File: src/hdl/mmenc_pkg.sv
`timescale 1ns / 1ps

package mmenc_pkg;

    localparam int NUM_CHANNELS = 16;
    localparam int CNT_W        = 32;
    localparam int NUM_STATS    = 5;

    // command codes carried in tuser
    localparam logic [3:0] MODE_CC      = 4'd0;
    localparam logic [3:0] MODE_PROGRAM = 4'd1;
    localparam logic [3:0] MODE_NOTE_ON = 4'd2;
    localparam logic [3:0] MODE_TRACKED = 4'd3;
    localparam logic [3:0] MODE_NOTE_OFF = 4'd4;
    localparam logic [3:0] MODE_ALL_OFF = 4'd5;
    localparam logic [3:0] MODE_SILENCE = 4'd6;
    localparam logic [3:0] MODE_CLEAR   = 4'd7;
    localparam logic [3:0] MODE_REPORT  = 4'd8;

    // midi message type nibbles
    localparam logic [3:0] MSG_NOTE_OFF = 4'h8;
    localparam logic [3:0] MSG_NOTE_ON  = 4'h9;
    localparam logic [3:0] MSG_CC       = 4'hB;
    localparam logic [3:0] MSG_PROGRAM  = 4'hC;

    localparam logic [6:0] CC_ALL_NOTES_OFF = 7'd123;

    typedef logic [CNT_W-1:0] counter_t;
    typedef counter_t [NUM_STATS-1:0] counter_bank_t;

    typedef enum logic [2:0] {
        STAT_BYTES = 3'd0,
        STAT_MSGS  = 3'd1,
        STAT_NOTE_ON = 3'd2,
        STAT_NOTE_OFF = 3'd3,
        STAT_CTRL  = 3'd4
    } stat_sel_t;

    typedef struct packed {
        logic      upd;
        logic      clr;
        stat_sel_t sel;
        logic [1:0] amt;
    } stat_op_t;

endpackage

File: src/hdl/mmenc_ram.sv
`timescale 1ns / 1ps

module mmenc_ram #(
    parameter int WIDTH = 8,
    parameter int DEPTH = 16
) (
    input  logic                     clk,
    input  logic                     wr_en,
    input  logic [$clog2(DEPTH)-1:0] wr_addr,
    input  logic [WIDTH-1:0]         wr_data,
    input  logic                     rd_en,
    input  logic [$clog2(DEPTH)-1:0] rd_addr,
    output logic [WIDTH-1:0]         rd_data
);

    logic [WIDTH-1:0] mem [DEPTH];

    always_ff @(posedge clk)
    begin
        if (wr_en)
        begin
            mem[wr_addr] <= wr_data;
        end
        if (rd_en)
        begin
            rd_data <= mem[rd_addr];
        end
    end

endmodule

File: src/hdl/mmenc_stats.sv
`timescale 1ns / 1ps

// counter bank sharing one 32-bit adder, one counter per update
module mmenc_stats (
    input  logic                   clk,
    input  logic                   rst_n,
    input  mmenc_pkg::stat_op_t    op,
    output mmenc_pkg::counter_bank_t counts
);

    mmenc_pkg::counter_bank_t bank_reg;
    mmenc_pkg::counter_bank_t bank_next;
    mmenc_pkg::counter_t      operand;
    mmenc_pkg::counter_t      sum;

    always_comb
    begin
        unique case (op.sel)
            mmenc_pkg::STAT_BYTES:    operand = bank_reg[0];
            mmenc_pkg::STAT_MSGS:     operand = bank_reg[1];
            mmenc_pkg::STAT_NOTE_ON:  operand = bank_reg[2];
            mmenc_pkg::STAT_NOTE_OFF: operand = bank_reg[3];
            mmenc_pkg::STAT_CTRL:     operand = bank_reg[4];
            default:                  operand = '0;
        endcase
    end

    // wraps at 32 bits
    assign sum = operand + mmenc_pkg::counter_t'(op.amt);

    always_comb
    begin
        bank_next = bank_reg;
        if (op.clr)
        begin
            bank_next = '0;
        end
        else if (op.upd)
        begin
            unique case (op.sel)
                mmenc_pkg::STAT_BYTES:    bank_next[0] = sum;
                mmenc_pkg::STAT_MSGS:     bank_next[1] = sum;
                mmenc_pkg::STAT_NOTE_ON:  bank_next[2] = sum;
                mmenc_pkg::STAT_NOTE_OFF: bank_next[3] = sum;
                mmenc_pkg::STAT_CTRL:     bank_next[4] = sum;
                default:                  bank_next = bank_reg;
            endcase
        end
    end

    always_ff @(posedge clk or negedge rst_n)
    begin
        if (!rst_n)
        begin
            bank_reg <= '0;
        end
        else
        begin
            bank_reg <= bank_next;
        end
    end

    assign counts = bank_reg;

endmodule

File: src/hdl/midi_message_encoder_with_note_tracker.sv
`timescale 1ns / 1ps

// sequencing: a single-message command steps the five counters one per cycle through one
//   shared adder and then raises m_axis_tvalid; clear or report go straight to the output
//   beat; silence reads each held note in turn (ram read, read data, output beat); an empty
//   silence or an ignored mode returns to idle; no new command is taken until the last beat
//   is accepted, and any output stall holds it
// reset: rst_n clears the sequencer, counters and per-channel note counts at once

module midi_message_encoder_with_note_tracker #(
    parameter int NOTES_PER_CHANNEL = 6
) (
    input  logic         clk,
    input  logic         rst_n,
    // input beats
    input  logic         s_axis_tvalid,
    output logic         s_axis_tready,
    input  logic [23:0]  s_axis_tdata,   // channel[7:0], data_first[15:8], data_second[23:16]
    input  logic [3:0]   s_axis_tuser,   // mode[3:0]
    // output beats
    output logic         m_axis_tvalid,
    input  logic         m_axis_tready,
    // status_byte[7:0], byte_one[14:8], byte_two[21:15], byte_count[23:22],
    // bytes_sent[55:24], messages_sent[87:56], note_ons_sent[119:88],
    // note_offs_sent[151:120], controls_sent[183:152]
    output logic [183:0] m_axis_tdata,
    output logic         m_axis_tlast    // last beat caused by this command
);

    localparam int DEPTH = mmenc_pkg::NUM_CHANNELS * NOTES_PER_CHANNEL;
    localparam int AW    = $clog2(DEPTH);
    localparam int CW    = $clog2(NOTES_PER_CHANNEL + 1);

    typedef enum logic [4:0] {
        S_IDLE = 5'b00001,
        S_CNT  = 5'b00010,
        S_RD   = 5'b00100,
        S_RDW  = 5'b01000,
        S_OUT  = 5'b10000
    } state_t;

    state_t                 state_reg, state_next;
    logic [3:0]             mode_reg, mode_next;
    logic [3:0]             ch_reg, ch_next;
    logic [CW-1:0]          idx_reg, idx_next;
    mmenc_pkg::stat_sel_t   sel_reg, sel_next;
    logic [7:0]             status_reg, status_next;
    logic [6:0]             b1_reg, b1_next;
    logic [6:0]             b2_reg, b2_next;
    logic [1:0]             bcount_reg, bcount_next;
    logic                   last_reg, last_next;
    logic [CW-1:0]          held_count_reg  [mmenc_pkg::NUM_CHANNELS];
    logic [CW-1:0]          held_count_next [mmenc_pkg::NUM_CHANNELS];

    logic                   s_hs, m_hs;
    logic [3:0]             in_mode, in_ch;
    logic [6:0]             in_d1, in_d2;
    logic [CW-1:0]          hc_in, hc_cur;

    logic                   ram_we, ram_re;
    logic [AW-1:0]          ram_waddr, ram_raddr;
    logic [6:0]             ram_rdata;

    mmenc_pkg::stat_op_t      stat_op;
    mmenc_pkg::counter_bank_t counts;

    assign s_axis_tready = (state_reg == S_IDLE);
    assign m_axis_tvalid = (state_reg == S_OUT);
    assign s_hs = s_axis_tvalid && s_axis_tready;
    assign m_hs = m_axis_tvalid && m_axis_tready;

    // field extraction, channel to 4 bits and data to 7 bits
    assign in_mode = s_axis_tuser;
    assign in_ch   = s_axis_tdata[3:0];
    assign in_d1   = s_axis_tdata[14:8];
    assign in_d2   = s_axis_tdata[22:16];
    assign hc_in   = held_count_reg[in_ch];
    assign hc_cur  = held_count_reg[ch_reg];

    // note store: channel-major rows of NOTES_PER_CHANNEL entries
    assign ram_we    = s_hs && (in_mode == mmenc_pkg::MODE_TRACKED)
                       && (hc_in < CW'(NOTES_PER_CHANNEL));
    assign ram_waddr = AW'(in_ch) * AW'(NOTES_PER_CHANNEL) + AW'(hc_in);
    assign ram_re    = (state_reg == S_RD);
    assign ram_raddr = AW'(ch_reg) * AW'(NOTES_PER_CHANNEL) + AW'(idx_reg);

    mmenc_ram #(
        .WIDTH (7),
        .DEPTH (DEPTH)
    ) u_notes (
        .clk     (clk),
        .wr_en   (ram_we),
        .wr_addr (ram_waddr),
        .wr_data (in_d1),
        .rd_en   (ram_re),
        .rd_addr (ram_raddr),
        .rd_data (ram_rdata)
    );

    mmenc_stats u_stats (
        .clk    (clk),
        .rst_n  (rst_n),
        .op     (stat_op),
        .counts (counts)
    );

    // counter step for the current counter of the sweep
    always_comb
    begin
        stat_op.upd = (state_reg == S_CNT);
        stat_op.clr = s_hs && (in_mode == mmenc_pkg::MODE_CLEAR);
        stat_op.sel = sel_reg;
        stat_op.amt = 2'd0;
        unique case (sel_reg)
            mmenc_pkg::STAT_BYTES:
                stat_op.amt = (mode_reg == mmenc_pkg::MODE_PROGRAM) ? 2'd2 : 2'd3;
            mmenc_pkg::STAT_MSGS:
                stat_op.amt = 2'd1;
            mmenc_pkg::STAT_NOTE_ON:
                stat_op.amt = {1'b0, (mode_reg == mmenc_pkg::MODE_NOTE_ON)
                                     || (mode_reg == mmenc_pkg::MODE_TRACKED)};
            mmenc_pkg::STAT_NOTE_OFF:
                stat_op.amt = {1'b0, mode_reg == mmenc_pkg::MODE_NOTE_OFF};
            mmenc_pkg::STAT_CTRL:
                stat_op.amt = {1'b0, (mode_reg == mmenc_pkg::MODE_CC)
                                     || (mode_reg == mmenc_pkg::MODE_ALL_OFF)};
            default:
                stat_op.amt = 2'd0;
        endcase
    end

    // sequencer
    always_comb
    begin
        state_next  = state_reg;
        mode_next   = mode_reg;
        ch_next     = ch_reg;
        idx_next    = idx_reg;
        sel_next    = sel_reg;
        status_next = status_reg;
        b1_next     = b1_reg;
        b2_next     = b2_reg;
        bcount_next = bcount_reg;
        last_next   = last_reg;
        held_count_next = held_count_reg;

        unique case (state_reg)
            S_IDLE:
            begin
                if (s_hs)
                begin
                    mode_next   = in_mode;
                    ch_next     = in_ch;
                    idx_next    = '0;
                    sel_next    = mmenc_pkg::STAT_BYTES;
                    last_next   = 1'b1;
                    status_next = 8'h00;
                    b1_next     = 7'd0;
                    b2_next     = 7'd0;
                    bcount_next = 2'd0;
                    unique case (in_mode) inside
                        mmenc_pkg::MODE_CC:
                        begin
                            status_next = {mmenc_pkg::MSG_CC, in_ch};
                            b1_next     = in_d1;
                            b2_next     = in_d2;
                            bcount_next = 2'd3;
                            state_next  = S_CNT;
                        end
                        mmenc_pkg::MODE_ALL_OFF:
                        begin
                            status_next = {mmenc_pkg::MSG_CC, in_ch};
                            b1_next     = mmenc_pkg::CC_ALL_NOTES_OFF;
                            bcount_next = 2'd3;
                            state_next  = S_CNT;
                        end
                        mmenc_pkg::MODE_PROGRAM:
                        begin
                            status_next = {mmenc_pkg::MSG_PROGRAM, in_ch};
                            b1_next     = in_d1;
                            bcount_next = 2'd2;
                            state_next  = S_CNT;
                        end
                        mmenc_pkg::MODE_NOTE_ON, mmenc_pkg::MODE_TRACKED:
                        begin
                            status_next = {mmenc_pkg::MSG_NOTE_ON, in_ch};
                            b1_next     = in_d1;
                            b2_next     = in_d2;
                            bcount_next = 2'd3;
                            state_next  = S_CNT;
                            if (ram_we)
                            begin
                                held_count_next[in_ch] = hc_in + CW'(1);
                            end
                        end
                        mmenc_pkg::MODE_NOTE_OFF:
                        begin
                            status_next = {mmenc_pkg::MSG_NOTE_OFF, in_ch};
                            b1_next     = in_d1;
                            bcount_next = 2'd3;
                            state_next  = S_CNT;
                        end
                        mmenc_pkg::MODE_SILENCE:
                        begin
                            // an empty channel gives no beat
                            if (hc_in != '0)
                            begin
                                state_next = S_RD;
                            end
                        end
                        mmenc_pkg::MODE_CLEAR, mmenc_pkg::MODE_REPORT:
                        begin
                            state_next = S_OUT;
                        end
                        default:
                        begin
                            state_next = S_IDLE;
                        end
                    endcase
                end
            end
            S_CNT:
            begin
                if (sel_reg == mmenc_pkg::STAT_CTRL)
                begin
                    state_next = S_OUT;
                end
                else
                begin
                    sel_next = mmenc_pkg::stat_sel_t'(sel_reg + 3'd1);
                end
            end
            S_RD:
            begin
                state_next = S_RDW;
            end
            S_RDW:
            begin
                // release of a held note: note on with velocity zero, not counted
                status_next = {mmenc_pkg::MSG_NOTE_ON, ch_reg};
                b1_next     = ram_rdata;
                b2_next     = 7'd0;
                bcount_next = 2'd3;
                last_next   = (idx_reg + CW'(1)) == hc_cur;
                state_next  = S_OUT;
            end
            S_OUT:
            begin
                if (m_hs)
                begin
                    if ((mode_reg == mmenc_pkg::MODE_SILENCE) && !last_reg)
                    begin
                        idx_next   = idx_reg + CW'(1);
                        state_next = S_RD;
                    end
                    else
                    begin
                        if (mode_reg == mmenc_pkg::MODE_SILENCE)
                        begin
                            held_count_next[ch_reg] = '0;
                        end
                        state_next = S_IDLE;
                    end
                end
            end
            default:
            begin
                state_next = S_IDLE;
            end
        endcase
    end

    always_ff @(posedge clk or negedge rst_n)
    begin
        if (!rst_n)
        begin
            state_reg <= S_IDLE;
            for (int i = 0; i < mmenc_pkg::NUM_CHANNELS; i++)
            begin
                held_count_reg[i] <= '0;
            end
        end
        else
        begin
            state_reg      <= state_next;
            held_count_reg <= held_count_next;
        end
    end

    // payload and command registers, no reset needed
    always_ff @(posedge clk)
    begin
        mode_reg   <= mode_next;
        ch_reg     <= ch_next;
        idx_reg    <= idx_next;
        sel_reg    <= sel_next;
        status_reg <= status_next;
        b1_reg     <= b1_next;
        b2_reg     <= b2_next;
        bcount_reg <= bcount_next;
        last_reg   <= last_next;
    end

    assign m_axis_tdata = {counts[4], counts[3], counts[2], counts[1], counts[0],
                           bcount_reg, b2_reg, b1_reg, status_reg};
    assign m_axis_tlast = last_reg;

    // one command in flight: no new beat taken while a result is shown
    assert property (@(posedge clk) disable iff (!rst_n)
        m_axis_tvalid |-> !s_axis_tready)
        else $error("input taken while a result is pending");

    // counter-only beats carry no message bytes
    assert property (@(posedge clk) disable iff (!rst_n)
        (m_axis_tvalid && (m_axis_tdata[23:22] == 2'd0)) |-> (m_axis_tdata[21:0] == '0))
        else $error("counter-only beat with message bytes");

    // a busy channel never tracks more notes than its row holds
    assert property (@(posedge clk) disable iff (!rst_n)
        !s_axis_tready |-> (held_count_reg[ch_reg] <= CW'(NOTES_PER_CHANNEL)))
        else $error("held note count beyond row size");

    // counters stay put while a beat waits
    assert property (@(posedge clk) disable iff (!rst_n)
        (m_axis_tvalid && !m_axis_tready) |=> $stable(m_axis_tdata[183:24]))
        else $error("counters moved under a stalled beat");

endmodule

File: config.mk
export PLATFORM = sky130hd
export DESIGN_NAME = midi_message_encoder_with_note_tracker
export DESIGN_NICKNAME = d
export VERILOG_FILES = /design/src/hdl/mmenc_pkg.sv /design/src/hdl/mmenc_ram.sv /design/src/hdl/mmenc_stats.sv /design/src/hdl/midi_message_encoder_with_note_tracker.sv
export SDC_FILE = /design/constraint.sdc
export NUM_CORES = 1
export LEC_CHECK = 0
export BUFFER_PORTS_ARGS = -buffer_cell sky130_fd_sc_hd__buf_2
export CAP_MARGIN = 20
export CORE_UTILIZATION = 25
export DETAILED_ROUTE_END_ITERATION = 10
export PLACE_DENSITY_LB_ADDON = 0.08
export SLEW_MARGIN = 5
export SYNTH_ARGS = -nofsm -noshare
export SYNTH_HDL_FRONTEND = slang
export SYNTH_HIERARCHICAL = 1
export SYNTH_SLANG_ARGS = --single-unit
File: constraint.sdc
create_clock -name clk -period 5.6 [get_ports clk]
set_input_delay 0.56 -clock clk [delete_from_list [all_inputs] [get_ports clk]]
set_output_delay 0.56 -clock clk [all_outputs]
set_load 0.005 [all_outputs]
Word level (Yosys, flattened, before mapping) --
Memories as Yosys holds them, arrays and structs flattened. A register that Yosys moved wholly into a read port is not among the register bits. Cells that the tools add are included.
Word-level totals: bits in latches 0, bits in writable memories 672, bits in read-only memories 0, memories 1, word-level logic and storage cells 182, output and inout bits 187, input bits 32, flip-flop bits (word level) 252
Memories:
- u_notes.mem | words 96, width 7, read ports 1, clocked after memory_dff 1, wr ports 1, RTL line mmenc_ram.sv:16 | logic [WIDTH-1:0] mem [DEPTH];
Cells by class: multipliers 2, reductions and logical operators 42, equality and inequality tests 34, shift operators 0, magnitude comparators 5, muxes and demuxes 57, add/subtract/negate cells 6, bitwise gates (word level) 4, divide/modulo/power cells 0
Operators by type and width (count):
- $mux W160 | 2
- $mux W48 | 6
- $mux W32 | 5
- $pmux W32 S5 | 1
- $pmux W48 S2 | 1
- $and A48 B48 Y48 | 1
- $bwmux W48 | 1
- $not A48 Y48 | 1
- $pmux W7 S2 | 3
- $mux W3 | 11
- $add A32 B2 Y32 | 1
- $pmux W8 S4 | 1
- $eq A4 B3 Y1 const B | 7
- $pmux W5 S5 | 1
- $bmux W3 S4 | 2
- $demux W3 S4 | 2
- $mux W7 | 3
- $mux W5 | 4
- $reduce_bool A2 Y1 | 9
- $eq A4 B2 Y1 const B | 4
- $pmux W8 S2 | 1
- $pmux W5 S3 | 1
- $add A7 B3 Y7 | 2
- $ne A2 B1 Y1 const B | 7
- other kinds (40) | 73

Longest topological paths before layout --
depth after elaboration 11, gate-level depth with buffers 19, gate-level depth less buffers 14

Modules after synthesis --
The synthesis kept the hierarchy.
Modules (own cells, without submodules):
- mmenc_ram | instances 1, cells an instance 1192, sequential area each 20389.6 um^2, area each 26420.3 um^2
- mmenc_stats | instances 1, cells an instance 1085, sequential area each 4003.8 um^2, area each 9524.1 um^2
- midi_message_encoder_with_note_tracker | instances 1, cells an instance 566, sequential area each 2498.6 um^2, area each 6023.3 um^2

Worst setup path after synthesis --
Ideal clock, no wire load.
path kind input to register, start input port s_axis_tdata[0], end memory u_notes.mem[50][0] (enable), library setup time 0.380 ns, path buffers 2, setup slack 1.414 ns, arrival time 3.806 ns, data required time 5.220 ns, stages 15, cells stage by stage buf_6 > mux4_2 > nand3_1 > and4_1 > buf_6 > inv_1 > ha_1 > a21oi_1 > nor2b_1 > a21boi_0 > nand3b_1 > a211o_1 > nor2b_1 > nand3_1 > nor3_1
On the way: elaborated cells between the ends (all ways) 10, classes of those cells add/sub: 1; mul: 1; order compare: 1; mux: 5; bitwise: 1; reduce/logical: 1
RTL lines:
- start, declared | RTL line midi_message_encoder_with_note_tracker.sv:18 | input logic [23:0] s_axis_tdata,
- branches (longest 4 deep; another with $mul A4 B2 Y6)
- $add A7 B3 Y7 * | RTL line midi_message_encoder_with_note_tracker.sv:83 | assign ram_waddr = AW'(in_ch) * AW'(NOTES_PER_CHANNEL) + AW'(hc_in);
- via ram_waddr[6] | RTL line midi_message_encoder_with_note_tracker.sv:61 | logic [AW-1:0] ram_waddr, ram_raddr;
- end, declared | RTL line mmenc_ram.sv:16
Mark *: on every way through the listed nets, which the timed path passes. The select of a mux whose other input is x is not followed.

Final worst setup path --
start register ch_reg[1], end register u_notes.rd_data[6], read port of u_notes.mem, data pin
On the way: word-level cells in the longest chain between the ends 2
RTL lines:
- start, declared | RTL line midi_message_encoder_with_note_tracker.sv:44 | logic [3:0] ch_reg, ch_next;
- start signal, assigned | RTL line midi_message_encoder_with_note_tracker.sv:294 | ch_reg <= ch_next;
- $mul A4 B2 Y6 | RTL line midi_message_encoder_with_note_tracker.sv:85 | assign ram_raddr = AW'(ch_reg) * AW'(NOTES_PER_CHANNEL) + AW'(idx_reg);
- $add A7 B3 Y7 | RTL line midi_message_encoder_with_note_tracker.sv:85
- via ram_raddr[4] | RTL line midi_message_encoder_with_note_tracker.sv:61
- end, declared | RTL line mmenc_ram.sv:13 | output logic [WIDTH-1:0] rd_data
The timed path passes the listed nets, and every way through them passes these cells. A chain may end at the register's enable or synchronous reset.

==> results_dict.tcl <==
set metrics [dict create \
    met2WireLength_mm 66.68 \
    die_h_um 411.7 \
    crit_family "simple AND/OR/NAND/NOR gates" \
    ios 219 \
    syn-cell-area_mm2 0.04197 \
    ys_ff_latch 931 \
    finalHoldViolCount 0 \
    synth_edf_count 718 \
    synthDominantCellAreaShare_pct 51.37 \
    setup_viol 0 \
    tightest_slew_ns 1.158 \
    finalClockSkew_ns 0.04981 \
    cts_max_level 3 \
    maxCapViolCount 0 \
    setup_ws_ns 0.4216 \
    min_period_over_period_pct 92.47 \
    synth_top_area_cell "edfxtp_1" \
    dr_wl_met3_mm 6.605 \
    globalplace.congestion 0.8141 \
    finalCriticalPeriod_ns 5.178 \
    crit_fanout 16 \
    largest_register_ffs 672 \
    clock_path_buffers 3 \
    cp-end-kind "flop" \
    path_common_cell "buf_4" \
    layout-drive-gt1-share_pct 27.38 \
    clock_latency_ns 0.74 \
    synth_nets 2914 \
    cts_setup_buffers 0 \
    dieArea_mm2 0.1695 \
    synth_most_common_cell "edfxtp_1" \
    initial_utilization_pct 25.15 \
    grt_max_degree 113 \
    wire_per_inst_um 25.84 \
    crit_slowest_cell "xnor2_2" \
    synth_area_per_cell_um2 14.76 \
    critical_path_buf_inv_count 2 \
    antenna_left 0 \
    cts_tree "built" \
    drtPass1Iterations 7 \
    pre_cts_slack_ns 0.4669 \
    cts_hold_buf 1 \
    startpoint_type "flop" \
    grt_usage_pct 16.53 \
    drv_slew 0 \
    max_slew_margin_pct 22.78 \
    instances_no_fill 5486 \
    m1WireLength_mm 65.36 \
    yosysSeqAreaShare_pct 64.08 \
    status "completed" \
    cts_resized 0 \
    antenna_found_initial 6 \
    async_flop_share_pct 22.88 \
    clock_sinks 931 \
    routed_via_density 4.892 \
    utilization_pct 30.09 \
    rows 150 \
    worstPathRequired_ns 6.07 \
    grt_overflow 0 \
    grt_pass1_wl_mm 203.8 \
    fp.dieW_um 411.7 \
    cts_made_buffers 110 \
    synth_warnings 6 \
    synthCells 2843 \
    drc 0 \
    max_clock_freq_ghz 0.1931 \
    rsz0062_at_grt "false" \
    root_buffer "clkbuf_16" \
    dp.cells 5280 \
    slowest_delay_ns 0.86 \
    irDropWorstVdd_v 0.0004573 \
    synth_common_cells "edfxtp_1 (718), nand3_1 (221), dfrtp_1 (212)" \
    path_clk_slew_ns 0.06 \
    finalNetCount 3261 \
    power_density_mw_per_mm2 461.0 \
    finalWirelength_mm 141.8 \
    hpwlAfterDp_mm 94.31 \
    design.core.area_mm2 0.1668 \
    drt_iter0_markers 2250 \
    setup-tns-final_ns 0 \
    hp-class "in -> reg" \
    grt_pass1_vias 27200 \
    top_layer_used "met4" \
    synth.distinct_cells 99 \
    cp_cell_sequence "ha_1 -> fa_1 -> nand2_1 -> xnor2_2 -> nand2b_1 -> buf_4 -> a211oi_1 -> nor4_1 -> buf_4 -> or3_1" \
    critPathKind "reg -> reg" \
    critPathArrivalTime_ns 5.65 \
    area_growth_pct 19.64 \
    via_count 26840 \
    synth_ff_type "edfxtp_1" \
    worst_hold_slack_ns 0.09199 \
    portBuffers 212 \
    leakage_nw 17.75 \
    yosys-top-cells-area "edfxtp_1 (51%), dfrtp_1 (13%), mux4_2 (11%)" \
]
[worst paths after layout]
kind                       slack (ns)  depth (start not counted)                from                   to
setup / recovery                 0.42                         10           ch_reg[1]   u_notes/rd_data[6]
hold / removal                   0.09                          2       m_axis_tready         state_reg[4]
setup reg to reg                 0.42                         10           ch_reg[1]   u_notes/rd_data[6]
hold reg to reg                  0.51                          2  u_stats/counts[51]   u_stats/counts[51]
max in group asynchronous        4.09                          3               rst_n  u_stats/counts[127]
min in group asynchronous        0.36                          2               rst_n   held_count_reg[29]
[where the power goes]
| group | switching (W) | internal (W) |
|---|---|---|
| logic | 0.00461 | 0.00303 |
| clock network | 0.00303 | 0.00412 |
| registers | 0.000426 | 0.00793 |
| total | 0.00806 | 0.0151 |
[worst reg2reg max path, delay by kind of cell, from the launching register on]
kind            cells  cell delay (ns)
simple gates        4             1.40
xor+xnor            1             0.86
buf+inv             2             0.57
compound gates      1             0.27
fa+ha+maj           2             1.19
flops               1             0.63
[cells by family (layout without fill, tap and decap cells)]
group,Yosys count,after routing,synth area share (%)
AO/OA/AOI/OAI,402,402,6.714
XOR/XNOR,32,32,0.6678
adder cells (fa/ha/maj),39,39,1.252
buffers and inverters,265,702,3.050
flip-flops,931,931,64.08
multiplexers,321,321,14.05
other,0,2,0
AND/OR/NAND/NOR,853,853,10.18
[placed cells by master, fill, tap and decap left out, types with 20 or more instances in the layout]
master and count:
a211oi_1 27, a21oi_1 62, and2_1 21, buf_2 204, buf_4 203, clkbuf_16 110
clkinv_1 29, clkinv_2 20, dfrtp_1 212, edfxtp_1 718, ha_1 33, inv_1 75
mux2_2 46, mux2i_1 65, mux4_2 206, nand2_1 209, nand3_1 220, nor2_1 175
nor2b_1 29, nor3_1 20, o211ai_1 23, o21ai_0 70, o22ai_1 76, or3_1 47
[layout make-up]
| class | instances | area [µm²] |
|---|---|---|
| sequential | 931 | 26890 |
| timing repair buffer | 418 | 2758 |
| inverter | 82 | 315.3 |
| clock inverter | 75 | 779.5 |
| multi-input combinational | 1647 | 13860 |
| fill | 16670 | 116600 |
| tap | 2204 | 2758 |
| antenna | 2 | 5.005 |
| clock buffer | 127 | 2846 |
[layer usage]
layer | up-vias | global-route usage (%)
met5 | - | 0
met4 | 0 | 4.628
met3 | 146 | 2.337
met2 | 758 | 26.53
met1 | 14120 | 23.16
li1 | 11810 | -
[per-stage QoR]
step / instance area [µm²] / power [W]
final: 50210 / 0.02315
after global routing: 50210 / 0.02421
after CTS: 50180 / 0.02354
after detailed placement: 46540 / 0.01628
after global placement: 46540 / 0.01625
after floorplan: 41970 / 0.01302
(Power assumes the default switching activity.)
